### config.mk
export PLATFORM = sky130hd
export DESIGN_NAME = hcb_ctrl
export DESIGN_NICKNAME = d
export VERILOG_FILES = /design/src/sv/hcb_pkg.sv /design/src/sv/hcb_ctrl.sv
export VERILOG_INCLUDE_DIRS = /design/src /design/src/sv
export SDC_FILE = /design/constraint.sdc
export NUM_CORES = 1
export LEC_CHECK = 0
export ABC_AREA = 0
export BUFFER_PORTS_ARGS = -buffer_cell sky130_fd_sc_hd__buf_2
export CAP_MARGIN = 20
export CORE_AREA = 2 2 39 41
export DETAILED_ROUTE_END_ITERATION = 10
export DIE_AREA = 0 0 41 43
export PLACE_DENSITY_LB_ADDON = 0.08
export SLEW_MARGIN = 5
export SYNTH_ARGS = -nofsm -noshare
export SYNTH_HDL_FRONTEND = slang
export SYNTH_SLANG_ARGS = --single-unit
export TNS_END_PERCENT = 30
### constraint.sdc
create_clock -name i_clk -period 3.4 [get_ports i_clk]
set_input_delay 0.17 -clock i_clk [delete_from_list [all_inputs] [get_ports i_clk]]
set_output_delay 0.17 -clock i_clk [all_outputs]
set_load 0.05 [all_outputs]
### src/sv/huffman_code_builder_defines.svh
// assertion macros used by the huffman code builder sequencer (hcb_ctrl)
`ifndef HUFFMAN_CODE_BUILDER_DEFINES_SVH
`define HUFFMAN_CODE_BUILDER_DEFINES_SVH

// same-cycle implication
`define HCB_ASSERT_IMPL(lbl, ante, cons) \
    lbl: assert property (@(posedge i_clk) disable iff (!i_rst_n) (ante) |-> (cons)) \
        else $error("hcb check failed");

// next-cycle implication
`define HCB_ASSERT_NEXT(lbl, ante, cons) \
    lbl: assert property (@(posedge i_clk) disable iff (!i_rst_n) (ante) |=> (cons)) \
        else $error("hcb check failed");

`endif

### src/sv/hcb_pkg.sv
package hcb_pkg;
    localparam int MAX_SYMBOLS_DEF = 64;
    localparam int IN_W     = 32;
    localparam int WEIGHT_W = 38;
    localparam int IDX_W    = 6;
    localparam int LEN_W    = 6;
    localparam int CODE_W   = 63;

    typedef struct packed {
        logic load;
        logic scan_init;
        logic scan_step;
        logic take;
        logic merge;
        logic root;
        logic visit;
        logic child;
        logic pop_issue;
        logic pop_load;
        logic clear;
    } t_cmd;

    typedef struct packed {
        logic live_gt1;
        logic scan_last;
        logic second_pass;
        logic leaf;
        logic stack_empty;
    } t_sts;
endpackage

### src/sv/hcb_ctrl.sv
`include "huffman_code_builder_defines.svh"

module hcb_ctrl (
    input  logic          i_clk,
    input  logic          i_rst_n,
    input  logic          i_in_valid,
    output logic          o_in_ready,
    input  logic          i_last_symbol,
    output logic          o_out_valid,
    input  logic          i_out_ready,
    output hcb_pkg::t_cmd o_cmd,
    input  hcb_pkg::t_sts i_sts
);
    import hcb_pkg::*;

    typedef enum logic [3:0] {
        S_LOAD, S_CHECK, S_SCAN, S_SCAN_END, S_TAKE, S_MERGE,
        S_VISIT, S_CHILD, S_OUT, S_POP
    } t_state;

    t_state r_state, n_state;

    assign o_in_ready  = (r_state == S_LOAD);
    assign o_out_valid = (r_state == S_OUT);

    always_comb begin
        n_state = r_state;
        o_cmd   = '0;
        case (r_state)
            S_LOAD: begin
                if (i_in_valid) begin
                    o_cmd.load = 1'b1;
                    if (i_last_symbol) n_state = S_CHECK;
                end
            end
            S_CHECK: begin
                if (i_sts.live_gt1) begin
                    o_cmd.scan_init = 1'b1;
                    n_state = S_SCAN;
                end else begin
                    o_cmd.root = 1'b1;
                    n_state = S_VISIT;
                end
            end
            S_SCAN: begin
                o_cmd.scan_step = 1'b1;
                if (i_sts.scan_last) n_state = S_SCAN_END;
            end
            S_SCAN_END: n_state = S_TAKE;
            S_TAKE: begin
                o_cmd.take = 1'b1;
                if (i_sts.second_pass) begin
                    n_state = S_MERGE;
                end else begin
                    o_cmd.scan_init = 1'b1;
                    n_state = S_SCAN;
                end
            end
            S_MERGE: begin
                o_cmd.merge = 1'b1;
                n_state = S_CHECK;
            end
            S_VISIT: begin
                o_cmd.visit = 1'b1;
                n_state = i_sts.leaf ? S_OUT : S_CHILD;
            end
            S_CHILD: begin
                o_cmd.child = 1'b1;
                n_state = S_VISIT;
            end
            S_OUT: begin
                if (i_out_ready) begin
                    if (i_sts.stack_empty) begin
                        o_cmd.clear = 1'b1;
                        n_state = S_LOAD;
                    end else begin
                        o_cmd.pop_issue = 1'b1;
                        n_state = S_POP;
                    end
                end
            end
            S_POP: begin
                o_cmd.pop_load = 1'b1;
                n_state = S_VISIT;
            end
            default: n_state = S_LOAD;
        endcase
    end

    always_ff @(posedge i_clk) begin
        if (!i_rst_n) begin
            r_state <= S_LOAD;
        end else begin
            r_state <= n_state;
        end
    end

    `HCB_ASSERT_IMPL(a_excl, o_in_ready, !o_out_valid)
    `HCB_ASSERT_NEXT(a_build, i_in_valid && o_in_ready && i_last_symbol, !o_in_ready)
    `HCB_ASSERT_NEXT(a_done, o_out_valid && i_out_ready && i_sts.stack_empty, o_in_ready)
endmodule

==> impl_metrics.xml <==
<?xml version="1.0" encoding="UTF-8"?>
<metrics>
  <group name="cts">
    <metric name="postCtsSetupBuffers" unit="">0</metric>
    <metric name="cts_tree" unit="">yes</metric>
    <metric name="clock_tree_root_driver_cell" unit="">clkbuf_4</metric>
    <metric name="tritoncts.num_buffers" unit="">3</metric>
    <metric name="cts_sinks" unit="">4</metric>
    <metric name="ctsLongestPathBuffers" unit="">2</metric>
    <metric name="clock_tree.htree_level_count" unit="">1</metric>
    <metric name="clkLatencyLatePin" unit="ps">240</metric>
    <metric name="post_cts.resized_instances" unit="">0</metric>
    <metric name="holdBufCountCts" unit="">0</metric>
    <metric name="clock_pin_slew_on_the_worst_setup_and_hold_paths" unit="ps">40</metric>
  </group>
  <group name="timing">
    <metric name="fmaxAchievable" unit="MHz">491</metric>
    <metric name="max_slew.worst_pin.slew" unit="ps">605</metric>
    <metric name="finalHoldWorstSlack" unit="ps">204</metric>
    <metric name="min_period_over_period" unit="%">59.9</metric>
    <metric name="number_of_endpoints_with_negative_hold_slack_in_the_final_report" unit="">0</metric>
    <metric name="final.min_clock_period" unit="ps">2030</metric>
    <metric name="timing.clock.skew" unit="ps">6.33</metric>
    <metric name="setup_violations" unit="">0</metric>
    <metric name="grt_setup_unrepaired" unit="">false</metric>
    <metric name="final.setup.tns" unit="ps">0</metric>
    <metric name="final_max_slew_viol_count" unit="">0</metric>
    <metric name="slew_headroom" unit="%">59.6</metric>
  </group>
  <group name="finish">
    <metric name="layout.cells.most_common" unit="">buf_2</metric>
    <metric name="largest_reg_flops" unit="">4</metric>
    <metric name="reg_top3" unit="">r_state (4)</metric>
    <metric name="largest_register" unit="">r_state</metric>
    <metric name="drive_gt1_share" unit="%">38.3</metric>
    <metric name="mostFrequentLayoutCells" unit="">buf_2 (22), nor2_1 (6), nor3_1 (5), nand2_1 (5)</metric>
    <metric name="final_core_utilization" unit="%">42.2</metric>
    <metric name="area_growth_synth_to_finish" unit="%">23.2</metric>
    <metric name="antennaDiodeCount" unit="">0</metric>
    <metric name="net_count_of_the_finished_layout" unit="">93</metric>
  </group>
  <group name="die">
    <metric name="fp.dieArea" unit="mm^2">0.00176</metric>
    <metric name="die_x" unit="um">41</metric>
    <metric name="number_of_rows_created_at_floorplan" unit="">14</metric>
    <metric name="design.portCount" unit="">23</metric>
    <metric name="fp.dieH" unit="um">43</metric>
    <metric name="starting_density_of_the_core" unit="%">34.3</metric>
    <metric name="core_area" unit="mm^2">0.00138</metric>
  </group>
  <group name="power_and_ir_drop">
    <metric name="combinationalPowerShare" unit="%">64.0</metric>
    <metric name="pwr-share-clk" unit="%">11.2</metric>
    <metric name="net-switching-power" unit="W">0.000301</metric>
    <metric name="ir_drop" unit="mV">0.374</metric>
    <metric name="power.density_cell_area" unit="mW/mm^2">894</metric>
    <metric name="p_sw_share" unit="%">57.5</metric>
    <metric name="cell_internal_pwr" unit="W">0.000222</metric>
    <metric name="power.share.sequential" unit="%">24.8</metric>
    <metric name="cellLeakagePower" unit="nW">0.260</metric>
  </group>
  <group name="global_routing">
    <metric name="via_count_of_the_first_global_routing_pass" unit="">374</metric>
    <metric name="grt_usage" unit="%">14.1</metric>
    <metric name="grt_remaining_overflow" unit="">0</metric>
    <metric name="largest_net_degree_at_the_start_of_global_routing" unit="">18</metric>
    <metric name="antenna_found_initial" unit="">0</metric>
    <metric name="grt_first_pass_wirelength" unit="mm">1.65</metric>
  </group>
  <group name="logic_synthesis">
    <metric name="synthFlopType" unit="">dfxtp_1</metric>
    <metric name="synthMuxAreaShare" unit="%">2.37</metric>
    <metric name="largest_family_of_logic_cells_by_synthesized_area" unit="">simple AND/OR/NAND/NOR gates</metric>
    <metric name="synthDominantCellAreaShare" unit="%">16.9</metric>
    <metric name="synthAdderAreaFrac" unit="%">0</metric>
    <metric name="compound_gate_fraction_of_synth_area" unit="%">28.2</metric>
    <metric name="synth_area_leaders" unit="">dfxtp_1 (17%), a2111oi_4 (5.8%), nand2b_1 (5.3%)</metric>
    <metric name="share_of_synthesized_registers_carrying_an_async_set_or_reset" unit="%">0</metric>
    <metric name="synth.largest_area_cell" unit="">dfxtp_1</metric>
    <metric name="post_synth.cell_area_avg" unit="um^2">7.65</metric>
    <metric name="synth.yosys.warnings" unit="">0</metric>
    <metric name="yosys.cell_types.count" unit="">34</metric>
    <metric name="yosys_register_bits" unit="">4</metric>
    <metric name="synth_xor_area_share" unit="%">0</metric>
    <metric name="synth-edff-count" unit="">0</metric>
    <metric name="synthSimpleGateAreaFrac" unit="%">41.2</metric>
    <metric name="sequential_to_total_area_share_from_yosys_stat" unit="%">16.9</metric>
    <metric name="postSynthNetCount" unit="">72</metric>
    <metric name="syn-cell-area" unit="um^2">474</metric>
    <metric name="synthCells" unit="">62</metric>
  </group>
  <group name="hold_path">
    <metric name="type_of_the_worst_min_delay_path" unit="">in -&gt; reg</metric>
    <metric name="whs_path_depth" unit="">3</metric>
  </group>
  <group name="setup_path">
    <metric name="worstSetupStartpointType" unit="">flop</metric>
    <metric name="rr_worst_depth" unit="">3</metric>
    <metric name="critPathRequiredTime" unit="ps">3230</metric>
    <metric name="setup.worst_path.end_class" unit="">output port</metric>
    <metric name="worstSetupPathType" unit="">reg -&gt; out</metric>
    <metric name="timing.critical_path.fanout_max" unit="">17</metric>
    <metric name="worst_ep_arrival_time" unit="ps">1860</metric>
  </group>
  <group name="placement">
    <metric name="port_buffers" unit="">22</metric>
    <metric name="dp.final_hpwl" unit="um">845</metric>
    <metric name="gp_routability_congestion" unit="">0.724</metric>
  </group>
  <group name="routing">
    <metric name="drt_wl_total" unit="mm">1.10</metric>
    <metric name="vias_per_cell" unit="">5.16</metric>
    <metric name="drt.antenna.violating_nets" unit="">0</metric>
    <metric name="drt-initial-drc-count" unit="">2</metric>
    <metric name="first_pass_iters" unit="">3</metric>
    <metric name="drc" unit="">0</metric>
    <metric name="route.detailed.wl_per_inst" unit="um">11.4</metric>
    <metric name="routed-via-count" unit="">501</metric>
  </group>
  <group name="run_status">
    <metric name="run_status" unit="">complete, no violations</metric>
  </group>
  <group name="flow_run">
    <metric name="cap_viol_max_count" unit="">0</metric>
  </group>
</metrics>
## worst max-delay path: stages (launching register included)
cell	delay, ps
dfxtp_1	670
inv_1	180
or3_1	390
a21oi_1	120
buf_2	270
## power groups by stage
stage	logic (W)	clock network [W]	registers, W
finish	0.000334	0.0000583	0.000130
global route	0.000359	0.0000678	0.000140
CTS	0.000337	0.0000601	0.000130
detailed placement	0.000337	0	0.000130
global placement	0.000339	0	0.000131
floorplan	0.000347	0	0.0000738
## through the flow
step                      worst slack, ps  instance area (um^2)  instances  total power [W]
after floorplan                       956                   474         62         0.000421
after global placement               1630                   562         94         0.000469
after detailed placement             1610                   562         94         0.000467
after CTS                            1360                   584         97         0.000528
after global routing                 1190                   584         97         0.000567
final                                1370                   584         97         0.000522
## path summary, 6_finish.rpt
check	from	end	slack (ps)
max reg2reg	r_state[2]	r_state[0]	1830
min	i_rst_n	r_state[0]	200
max	r_state[2]	o_cmd[9]	1370
min reg2reg	r_state[3]	r_state[2]	660
## layout make-up
cell class | count | area (um^2)
tap | 16 | 20.0
clock buffer | 3 | 22.5
timing repair buffer | 22 | 110
fill | 161 | 800
multi-input combinational | 49 | 340
sequential | 4 | 80.1
inverter | 3 | 11.3
## synthesized netlist by cell type (all sizes together) (2+ instances only)
library cell,count
a2111oi,2
o21ai,3
nor3,6
nand2b,4
inv,3
a21oi,2
dfxtp,4
nand2,5
buf,6
nor3b,2
nor2,6
## logic make-up after synthesis
logic type	count (synthesis)
multiplexers	1
flip-flops	4
AND/OR/NAND/NOR	33
AO/OA/AOI/OAI	15
buffers and inverters	9
## routing by layer
metal  share of wire, %  vias to the layer above  GRT usage [%]  routed length (um)
met2                 43                       19           18.8                 473
met3                9.8                        0           7.85                 108
met5                  0                        -              0                   0
met1                 47                      219           19.2                 520
li1                   -                      263              -                   -
met4                  0                        0           4.00                   0
Power figures use the tool's default switching activity.
